## src/hdl/wsd_pkg.sv

```systemverilog
package wsd_pkg;

    // Field widths fixed by the interface.
    localparam int PH_W       = 14;
    localparam int CAL_W      = 2;
    localparam int TOT_W      = 5;
    localparam int CNT_OUT_W  = 5;
    localparam int CFG_IDX_W  = 2;
    localparam int CFG_DATA_W = 14;

    // Largest reading value.
    localparam longint unsigned PH_MAX = (64'd1 << PH_W) - 64'd1;

    // Default window depth.
    localparam int WINDOW_DEF = 16;

    // Register reset values.
    localparam logic [PH_W-1:0]  TOL_RESET    = 14'd50;
    localparam logic [PH_W-1:0]  OFFSET_RESET = 14'd500;
    localparam int               TOT_RESET    = 16;

    // Calibration targets in milli-pH.
    localparam logic [PH_W-1:0] TARGET_LOW  = 14'd4000;
    localparam logic [PH_W-1:0] TARGET_MID  = 14'd7000;
    localparam logic [PH_W-1:0] TARGET_HIGH = 14'd10000;

    // Item kinds.
    localparam logic KIND_READING = 1'b0;
    localparam logic KIND_CLEAR   = 1'b1;

    typedef enum logic [CAL_W-1:0] {
        CAL_OFF,
        CAL_LOW,
        CAL_MID,
        CAL_HIGH
    } cal_point_t;

    typedef enum logic [CFG_IDX_W-1:0] {
        REG_CAL_POINT,
        REG_TOLERANCE,
        REG_MAX_OFFSET,
        REG_STABLE_TOTAL
    } cfg_reg_t;

    // Target value for a calibration point.
    function automatic logic [PH_W-1:0] target_of(input cal_point_t cal);
        logic [PH_W-1:0] t;
        unique case (cal)
            CAL_LOW:  t = TARGET_LOW;
            CAL_MID:  t = TARGET_MID;
            CAL_HIGH: t = TARGET_HIGH;
            default:  t = '0;
        endcase
        return t;
    endfunction

endpackage

```

## src/hdl/wsd_ram.sv

```systemverilog
module wsd_ram #(
    parameter int WIDTH = 14,
    parameter int DEPTH = 16
) (
    input  logic                     clk,
    input  logic                     we,
    input  logic [$clog2(DEPTH)-1:0] waddr,
    input  logic [WIDTH-1:0]         wdata,
    input  logic [$clog2(DEPTH)-1:0] raddr,
    output logic [WIDTH-1:0]         rdata
);

    logic [WIDTH-1:0] mem [DEPTH];

    // One write port and one registered read port.
    always_ff @(posedge clk)
    begin
        if (we)
        begin
            mem[waddr] <= wdata;
        end
        rdata <= mem[raddr];
    end

endmodule

```

## src/hdl/windowed_stability_detector_unit.sv

```systemverilog
// Channel  | Handshake           | Payload
// ---------+---------------------+----------------------------------------------------
// input    | in_valid / in_stall | kind, ph_mph
// output   | out_valid/out_stall | stable_count, window_count, point_done,
//          |                     | stats_valid, mean_mph
// config   | cfg_we              | cfg_index, cfg_data
//
// A reading steps through the read, update, multiply, compare and decide states, then the
// restoring mean divider, sized by the running-sum width (18 at a window of 16), which is
// skipped below two readings. A clear item or an ignored reading goes straight to done.
// The ring buffer is read, then written back in the next cycle through one RAM.
// rst_n clears the window, the sums and the counts and restores the register defaults.
// A finished transaction waits in the output register while a new one is taken.
module windowed_stability_detector_unit
    import wsd_pkg::*;
#(
    parameter int WINDOW = WINDOW_DEF
) (
    input  logic                  clk,
    input  logic                  rst_n,
    input  logic                  in_valid,
    output logic                  in_stall,
    input  logic                  kind,
    input  logic [PH_W-1:0]       ph_mph,
    output logic                  out_valid,
    input  logic                  out_stall,
    output logic [CNT_OUT_W-1:0]  stable_count,
    output logic [CNT_OUT_W-1:0]  window_count,
    output logic                  point_done,
    output logic                  stats_valid,
    output logic [PH_W-1:0]       mean_mph,
    input  logic                  cfg_we,
    input  logic [CFG_IDX_W-1:0]  cfg_index,
    input  logic [CFG_DATA_W-1:0] cfg_data
);

    localparam int NW = $clog2(WINDOW + 1);
    localparam int PW = $clog2(WINDOW);
    localparam longint unsigned SUM_MAX = 64'(WINDOW) * PH_MAX;
    localparam longint unsigned SQ_MAX  = 64'(WINDOW) * PH_MAX * PH_MAX;
    localparam int SUM_W  = $clog2(SUM_MAX + 64'd1);
    localparam int SQ_W   = $clog2(SQ_MAX + 64'd1);
    localparam int NQ_W   = NW + SQ_W;
    localparam int SS_W   = 2 * SUM_W;
    localparam int TT_W   = 2 * PH_W;
    localparam int NN_W   = 2 * NW;
    localparam int LIM_W  = TT_W + NN_W;
    localparam int CMP_W  = (NQ_W > LIM_W) ? NQ_W : LIM_W;
    localparam int TN_W   = PH_W + NW;
    localparam int DIST_W = (TN_W > SUM_W) ? TN_W : SUM_W;
    localparam int RW     = NW + 1;
    localparam int DC_W   = $clog2(SUM_W);
    localparam int TOT_INIT = (TOT_RESET > WINDOW) ? WINDOW : TOT_RESET;

    typedef enum logic [2:0] {
        S_IDLE,
        S_OLD,
        S_UPD,
        S_MUL,
        S_CMP,
        S_DECIDE,
        S_DIV,
        S_DONE
    } state_t;

    // Configuration registers.
    cal_point_t        cal_point_reg;
    logic [PH_W-1:0]   tolerance_reg;
    logic [PH_W-1:0]   max_offset_reg;
    logic [TOT_W-1:0]  stable_total_reg;
    logic [TOT_W-1:0]  tot_wr;

    // Window state.
    state_t            state_reg;
    logic [PW-1:0]     write_pos_reg;
    logic              ring_full_reg;
    logic [SUM_W-1:0]  sum_reg;
    logic [SQ_W-1:0]   sum_sq_reg;
    logic [TOT_W-1:0]  stable_cnt_reg;
    logic [PH_W-1:0]   mean_reg;

    // Working registers of one reading.
    logic [PH_W-1:0]   ph_reg;
    logic [PH_W-1:0]   old_reg;
    logic [TT_W-1:0]   old_sq_reg;
    logic [TT_W-1:0]   ph_sq_reg;
    logic [NQ_W-1:0]   nq_reg;
    logic [SS_W-1:0]   ss_reg;
    logic [TT_W-1:0]   tt_reg;
    logic [NN_W-1:0]   nn1_reg;
    logic [TN_W-1:0]   tn_reg;
    logic [TN_W-1:0]   mo_reg;
    logic [NQ_W-1:0]   spread_reg;
    logic [LIM_W-1:0]  limit_reg;
    logic [DIST_W-1:0] dist_reg;

    // Divider registers.
    logic [NW-1:0]     rem_reg;
    logic [SUM_W-1:0]  quo_reg;
    logic [DC_W-1:0]   div_cnt_reg;
    logic [RW-1:0]     rem_sh;
    logic              div_fit;
    logic [NW-1:0]     rem_next;
    logic [SUM_W-1:0]  quo_next;

    // Output register.
    logic                 out_valid_reg;
    logic [CNT_OUT_W-1:0] stable_count_reg;
    logic [CNT_OUT_W-1:0] window_count_reg;
    logic                 point_done_reg;
    logic                 stats_valid_reg;
    logic [PH_W-1:0]      mean_out_reg;

    logic [NW-1:0]     held;
    logic              stats_ok;
    logic              stable_ok;
    logic              ram_we;
    logic [PH_W-1:0]   ram_rdata;
    logic              in_take;
    logic              out_free;

    // Ring buffer of readings, read in the cycle before its write-back.
    assign ram_we = (state_reg == S_OLD);

    wsd_ram #(
        .WIDTH (PH_W),
        .DEPTH (WINDOW)
    ) u_ring (
        .clk   (clk),
        .we    (ram_we),
        .waddr (write_pos_reg),
        .wdata (ph_reg),
        .raddr (write_pos_reg),
        .rdata (ram_rdata)
    );

    // Window occupancy and the stability decision.
    assign held      = ring_full_reg ? NW'(WINDOW) : NW'(write_pos_reg);
    assign stats_ok  = (held >= NW'(2));
    assign stable_ok = (CMP_W'(spread_reg) <= CMP_W'(limit_reg))
                    && (dist_reg < DIST_W'(mo_reg));

    // One restoring step of the mean divider.
    assign rem_sh   = {rem_reg, quo_reg[SUM_W-1]};
    assign div_fit  = (rem_sh >= RW'(held));
    assign rem_next = div_fit ? NW'(rem_sh - RW'(held)) : NW'(rem_sh);
    assign quo_next = {quo_reg[SUM_W-2:0], div_fit};

    // Handshakes.
    assign in_stall = (state_reg != S_IDLE);
    assign in_take  = in_valid && !in_stall;
    assign out_free = !out_valid_reg || !out_stall;

    assign out_valid    = out_valid_reg;
    assign stable_count = stable_count_reg;
    assign window_count = window_count_reg;
    assign point_done   = point_done_reg;
    assign stats_valid  = stats_valid_reg;
    assign mean_mph     = mean_out_reg;

    // Configuration writes; a zero tolerance is ignored and the total is clipped.
    assign tot_wr = cfg_data[TOT_W-1:0];

    always_ff @(posedge clk or negedge rst_n)
    begin
        if (!rst_n)
        begin
            cal_point_reg    <= CAL_OFF;
            tolerance_reg    <= TOL_RESET;
            max_offset_reg   <= OFFSET_RESET;
            stable_total_reg <= TOT_W'(TOT_INIT);
        end
        else if (cfg_we)
        begin
            unique case (cfg_reg_t'(cfg_index))
                REG_CAL_POINT:
                begin
                    cal_point_reg <= cal_point_t'(cfg_data[CAL_W-1:0]);
                end
                REG_TOLERANCE:
                begin
                    if (cfg_data != '0)
                    begin
                        tolerance_reg <= cfg_data;
                    end
                end
                REG_MAX_OFFSET:
                begin
                    max_offset_reg <= cfg_data;
                end
                REG_STABLE_TOTAL:
                begin
                    if (32'(tot_wr) > 32'(WINDOW))
                    begin
                        stable_total_reg <= TOT_W'(WINDOW);
                    end
                    else
                    begin
                        stable_total_reg <= tot_wr;
                    end
                end
                default:
                begin
                end
            endcase
        end
    end

    // Sequencer: clear the window on a clear item; for a reading, read old sample, update sums, test, divide, report.
    always_ff @(posedge clk or negedge rst_n)
    begin
        if (!rst_n)
        begin
            state_reg        <= S_IDLE;
            write_pos_reg    <= '0;
            ring_full_reg    <= 1'b0;
            sum_reg          <= '0;
            sum_sq_reg       <= '0;
            stable_cnt_reg   <= '0;
            mean_reg         <= '0;
            out_valid_reg    <= 1'b0;
            stable_count_reg <= '0;
            window_count_reg <= '0;
            point_done_reg   <= 1'b0;
            stats_valid_reg  <= 1'b0;
            mean_out_reg     <= '0;
            ph_reg           <= '0;
            old_reg          <= '0;
            old_sq_reg       <= '0;
            ph_sq_reg        <= '0;
            nq_reg           <= '0;
            ss_reg           <= '0;
            tt_reg           <= '0;
            nn1_reg          <= '0;
            tn_reg           <= '0;
            mo_reg           <= '0;
            spread_reg       <= '0;
            limit_reg        <= '0;
            dist_reg         <= '0;
            rem_reg          <= '0;
            quo_reg          <= '0;
            div_cnt_reg      <= '0;
        end
        else
        begin
            // The output transaction completes when the receiver does not stall;
            // in the done state the output register is reloaded instead.
            if (out_valid_reg && !out_stall && state_reg != S_DONE)
            begin
                out_valid_reg <= 1'b0;
            end

            unique case (state_reg)
                S_IDLE:
                begin
                    if (in_take)
                    begin
                        ph_reg <= ph_mph;
                        if (kind == KIND_CLEAR)
                        begin
                            write_pos_reg  <= '0;
                            ring_full_reg  <= 1'b0;
                            sum_reg        <= '0;
                            sum_sq_reg     <= '0;
                            stable_cnt_reg <= '0;
                            mean_reg       <= '0;
                            state_reg      <= S_DONE;
                        end
                        else if (cal_point_reg == CAL_OFF)
                        begin
                            state_reg <= S_DONE;
                        end
                        else
                        begin
                            state_reg <= S_OLD;
                        end
                    end
                end

                S_OLD:
                begin
                    // The sample leaving the window counts only once the ring is full.
                    old_reg    <= ring_full_reg ? ram_rdata : '0;
                    old_sq_reg <= ring_full_reg ? TT_W'(ram_rdata) * TT_W'(ram_rdata) : '0;
                    ph_sq_reg  <= TT_W'(ph_reg) * TT_W'(ph_reg);
                    state_reg  <= S_UPD;
                end

                S_UPD:
                begin
                    sum_reg    <= sum_reg - SUM_W'(old_reg) + SUM_W'(ph_reg);
                    sum_sq_reg <= sum_sq_reg - SQ_W'(old_sq_reg) + SQ_W'(ph_sq_reg);
                    if (write_pos_reg == PW'(WINDOW - 1))
                    begin
                        write_pos_reg <= '0;
                        ring_full_reg <= 1'b1;
                    end
                    else
                    begin
                        write_pos_reg <= write_pos_reg + PW'(1);
                    end
                    state_reg <= S_MUL;
                end

                S_MUL:
                begin
                    nq_reg    <= NQ_W'(held) * NQ_W'(sum_sq_reg);
                    ss_reg    <= SS_W'(sum_reg) * SS_W'(sum_reg);
                    tt_reg    <= TT_W'(tolerance_reg) * TT_W'(tolerance_reg);
                    nn1_reg   <= NN_W'(held) * NN_W'(held - NW'(1));
                    tn_reg    <= TN_W'(target_of(cal_point_reg)) * TN_W'(held);
                    mo_reg    <= TN_W'(max_offset_reg) * TN_W'(held);
                    state_reg <= S_CMP;
                end

                S_CMP:
                begin
                    spread_reg <= nq_reg - NQ_W'(ss_reg);
                    limit_reg  <= LIM_W'(tt_reg) * LIM_W'(nn1_reg);
                    if (DIST_W'(tn_reg) >= DIST_W'(sum_reg))
                    begin
                        dist_reg <= DIST_W'(tn_reg) - DIST_W'(sum_reg);
                    end
                    else
                    begin
                        dist_reg <= DIST_W'(sum_reg) - DIST_W'(tn_reg);
                    end
                    state_reg <= S_DECIDE;
                end

                S_DECIDE:
                begin
                    if (stats_ok && stable_ok)
                    begin
                        if (stable_cnt_reg < stable_total_reg)
                        begin
                            stable_cnt_reg <= stable_cnt_reg + TOT_W'(1);
                        end
                    end
                    else
                    begin
                        stable_cnt_reg <= '0;
                    end

                    if (stats_ok)
                    begin
                        rem_reg     <= '0;
                        quo_reg     <= sum_reg;
                        div_cnt_reg <= DC_W'(SUM_W - 1);
                        state_reg   <= S_DIV;
                    end
                    else
                    begin
                        mean_reg  <= '0;
                        state_reg <= S_DONE;
                    end
                end

                S_DIV:
                begin
                    rem_reg     <= rem_next;
                    quo_reg     <= quo_next;
                    div_cnt_reg <= div_cnt_reg - DC_W'(1);
                    if (div_cnt_reg == '0)
                    begin
                        mean_reg  <= quo_next[PH_W-1:0];
                        state_reg <= S_DONE;
                    end
                end

                S_DONE:
                begin
                    // Load the result once the output register is free.
                    if (out_free)
                    begin
                        out_valid_reg    <= 1'b1;
                        stable_count_reg <= CNT_OUT_W'(stable_cnt_reg);
                        window_count_reg <= CNT_OUT_W'(held);
                        point_done_reg   <= (stable_cnt_reg >= stable_total_reg);
                        stats_valid_reg  <= stats_ok;
                        mean_out_reg     <= mean_reg;
                        state_reg        <= S_IDLE;
                    end
                end

                default:
                begin
                    state_reg <= S_IDLE;
                end
            endcase
        end
    end

    // The stable count never passes the window depth.
    assert property (@(posedge clk) disable iff (!rst_n)
        32'(stable_cnt_reg) <= 32'(WINDOW))
        else $error("stable count exceeds window depth");

    // An empty window carries no residue in either running sum.
    assert property (@(posedge clk) disable iff (!rst_n)
        (held == '0) |-> (sum_reg == '0 && sum_sq_reg == '0))
        else $error("running sums nonzero with empty window");

    // With fewer than two readings held the stored mean is zero.
    assert property (@(posedge clk) disable iff (!rst_n)
        !stats_ok |-> (mean_reg == '0))
        else $error("mean nonzero without valid statistics");

    // A reading taken while calibrating goes to the ring read step.
    assert property (@(posedge clk) disable iff (!rst_n)
        (in_take && kind == KIND_READING && cal_point_reg != CAL_OFF)
            |=> (state_reg == S_OLD))
        else $error("accepted reading did not start the ring update");

endmodule
```

## config.mk

```make
export PLATFORM = sky130hd
export DESIGN_NAME = windowed_stability_detector_unit
export DESIGN_NICKNAME = d
export VERILOG_FILES = /design/src/hdl/wsd_pkg.sv /design/src/hdl/wsd_ram.sv /design/src/hdl/windowed_stability_detector_unit.sv
export SDC_FILE = /design/constraint.sdc
export NUM_CORES = 2
export LEC_CHECK = 0
export ABC_AREA = 1
export BUFFER_PORTS_ARGS = -buffer_cell sky130_fd_sc_hd__buf_4
export CORE_MARGIN = 2
export CORE_UTILIZATION = 52
export CTS_BUF_LIST = sky130_fd_sc_hd__clkbuf_8
export DETAILED_ROUTE_END_ITERATION = 16
export GPL_ROUTABILITY_DRIVEN = 0
export PLACE_DENSITY = 0.78
export SLEW_MARGIN = 20
export SYNTH_ARGS = -nofsm -noshare
export SYNTH_HDL_FRONTEND = slang
export SYNTH_SLANG_ARGS = --single-unit
```

## constraint.sdc

```tcl
create_clock -name clk -period 5.65 [get_ports clk]
set_input_delay 1.4125 -clock clk [delete_from_list [all_inputs] [get_ports clk]]
set_output_delay 1.4125 -clock clk [all_outputs]
set_load 0.03 [all_outputs]
```

==> metrics.yaml <==
global_routing:
  grt_max_degree: 113
  grt_pass1_wl_um: 364000
  grt_pass1_vias: 70300
  overflow: 0
  grt_usage_pct: 28.5
  antenna_found_initial: 8
setup_path:
  critical-path-top-delay-family: "adder cells"
  cp-start-kind: "flip-flop"
  crit_cells: 20
  crit_top_cell: "fa_1"
  r2r_cells: 20
  crit_path_max_incr_delay_ns: 0.56
  crit_path_max_fanout: 9
  crit_slowest_cell: "fa_1"
  timing.rr.end: "ss_reg[16]"
  worstSetupPathType: "reg -> reg"
  crit_buf_inv: 6
  critPathCaptureType: "flip-flop"
  crit_chain: "buf_4, buf_4, nand2_1, inv_1, fa_1, fa_1, ha_1, fa_1, fa_1, inv_1, fa_1, inv_1, ha_1, a21oi_1, o21ai_1, a21oi_2, o21ai_2, buf_4, xnor2_1, o21ai_0"
  arrival_ns: 6.32
  cp.required_ns: 6.37
  r2r_start: "sum_reg[3]"
  rrSetupSlack_ns: 0.05
placement:
  place_inst: 12300
  placed_cell_area_mm2: 0.0856
  hpwl_um: 179000
  io_buffers: 63
  dp_slack_ns: -0.0970
logic_synthesis:
  syn_inst: 10200
  synth_area_per_cell_um2: 8.00
  syn_area_mm2: 0.0815
  synth-seq-cells: 722
  synth_nets: 12000
  synth_area_leaders: "fa_1, dfrtp_1, ha_1"
  yosys-top-cells-count: "nand2_1, inv_1, fa_1"
  synth_top_area_cell: "fa_1"
  synth_cell_type_count: 63
  ys_warn_count: 0
  synth_top_area_share_pct: 23.5
  ys.flop_type: "dfrtp_1"
  async_reset_ff_share_pct: 67.0
  yosysMostFrequentCell: "nand2_1"
  ys_seq_area_share_pct: 23.5
  synth_edf_count: 224
route:
  remaining_drc_errors: 0
  first_pass_iters: 9
  avgViaCountPerCell: 5.54
  ant_nets: 0
  wl_per_cell_um: 18.0
  vias: 69500
  wl_um: 226000
  drt_iter0_drc: 6993
worst_hold_path:
  min_path_type: "in -> async"
floorplan:
  ios: 64
  die-area_mm2: 0.160
  start_util_pct: 52.2
  rows: 145
  die_x_um: 400
  chipHeight_um: 400
  core_mm2: 0.156
sta:
  slew_violations: 0
  finalClockSkew_ns: 0.0834
  hold_viol_final: 0
  fin_ws_ns: 0.0479
  fin_crit_ns: 5.60
  period_share_pct: 99.2
  worst_slew_pin_slew_ns: 1.15
  setup_violations: 0
  relSlewSlack_pct: 23.4
  grt_setup_unrepaired: "yes"
  fmaxAchievable_mhz: 179
  fin_hold_ws_ns: 0.478
clock_tree:
  path_clk_slew_ns: 0.07
  clock_path_buffers: 3
  cts_sinks: 722
  hold_buffers: 0
  cts_buffers: 131
  clockRootBuffer: "clkbuf_8"
  worstSkewPairLatency_ns: 0.94
  cts_tree: "built"
  htreeDepth: 4
finish:
  largest_reg_flops: 224
  fin_area_mm2: 0.0897
  finalNetCount: 12100
  drive_gt1_share_pct: 8.22
  fillers: 13400
  largest-register: "u_ring.mem"
  fin_cells: 12500
  synthToLayoutAreaGrowth_pct: 10.0
run_status:
  run_status: "completed"
flow_run:
  maxCapViolations: 0
cell type report:
type / instances / area, um2 / share of cell area [%]
Antenna cell: 4 / 10.0 / 0.0112
Clock buffer: 143 / 1970 / 2.20
Clock inverter: 94 / 877 / 0.978
Inverter: 2170 / 8150 / 9.09
Multi-Input combinational cell: 6980 / 53800 / 60.0
Sequential cell: 722 / 19200 / 21.4
Tap cell: 2058 / 2570 / 2.87
Timing Repair Buffer: 371 / 3060 / 3.41
layout by cell type, fill, tap and decap left out, types with 23 or more instances in the layout:
cell | netlist | layout
a31oi_1 | 33 | 33
ha_4 | 0 | 26
nor2_2 | 5 | 23
dfrtp_2 | 0 | 25
a21oi_1 | 436 | 404
ha_1 | 780 | 750
nand2_2 | 3 | 29
o22ai_1 | 83 | 83
xnor2_1 | 87 | 86
or2_2 | 38 | 38
a21o_1 | 45 | 45
buf_4 | 5 | 334
inv_1 | 2154 | 2184
nor3_1 | 70 | 60
nand4_1 | 96 | 96
clkbuf_8 | 0 | 143
o21bai_1 | 56 | 54
o21ai_0 | 638 | 604
dfrtp_1 | 474 | 448
xor2_1 | 86 | 86
nor2_1 | 763 | 737
nand2_1 | 2313 | 2285
edfxtp_1 | 224 | 224
o21ai_1 | 31 | 54
nand3b_1 | 26 | 26
nand3_1 | 314 | 309
fa_1 | 955 | 941
a21oi_2 | 2 | 33
how the worst max path moves through the flow:
stage | startpoint | endpoint | slack [ns]
2_1_floorplan | sum_reg[4] | ss_reg[18] | 0.03
3_3_place_gp | sum_reg[5] | ss_reg[26] | 0.02
3_5_place_dp | sum_reg[14] | ss_reg[27] | -0.1
4_1_cts | sum_reg[10] | ss_reg[33] | 0.007
5_1_grt | sum_reg[3] | ss_reg[16] | -0.14
6_report | sum_reg[3] | ss_reg[16] | 0.05
routing by layer:
layer	global-route usage, %	vias up	part of all wire, %
li1	-	32000	-
met1	36.5	33400	39
met2	47.2	3306	47
met3	5.08	778	8.8
met4	13.0	8	5.3
met5	0	-	0.023
repair_timing:
item,in CTS,in global routing
cloned,0,0
buffers inserted,1,32
pin swaps,1,69
gates resized for setup,11,271
endpoints found under the setup margin,11,72
cell families (layout without fill, tap and decap cells):
group                      Yosys count  after routing  share of synthesized area [%]
AOI/OAI and AO/OA                 1417           1417                           9.58
adders and majority gates         1735           1735                           35.4
DFF                                722            722                           23.5
other                                1              5                        0.00460
and+or+nand+nor                   3654           3654                           18.1
buffers and inverters             2482           2778                           11.5
xor gates and xnor gates           173            173                           1.86
metrics by stage:
step                      TNS [ns]  util [%]
after floorplan                  0         -
after global placement           0      54.9
after detailed placement    -0.153      54.9
after CTS                        0      56.7
after global routing        -0.927      57.5
final                            0      57.5
Power is not shown: default switching activity piles up to over one toggle a cycle in this logic, so the estimate is an artifact.
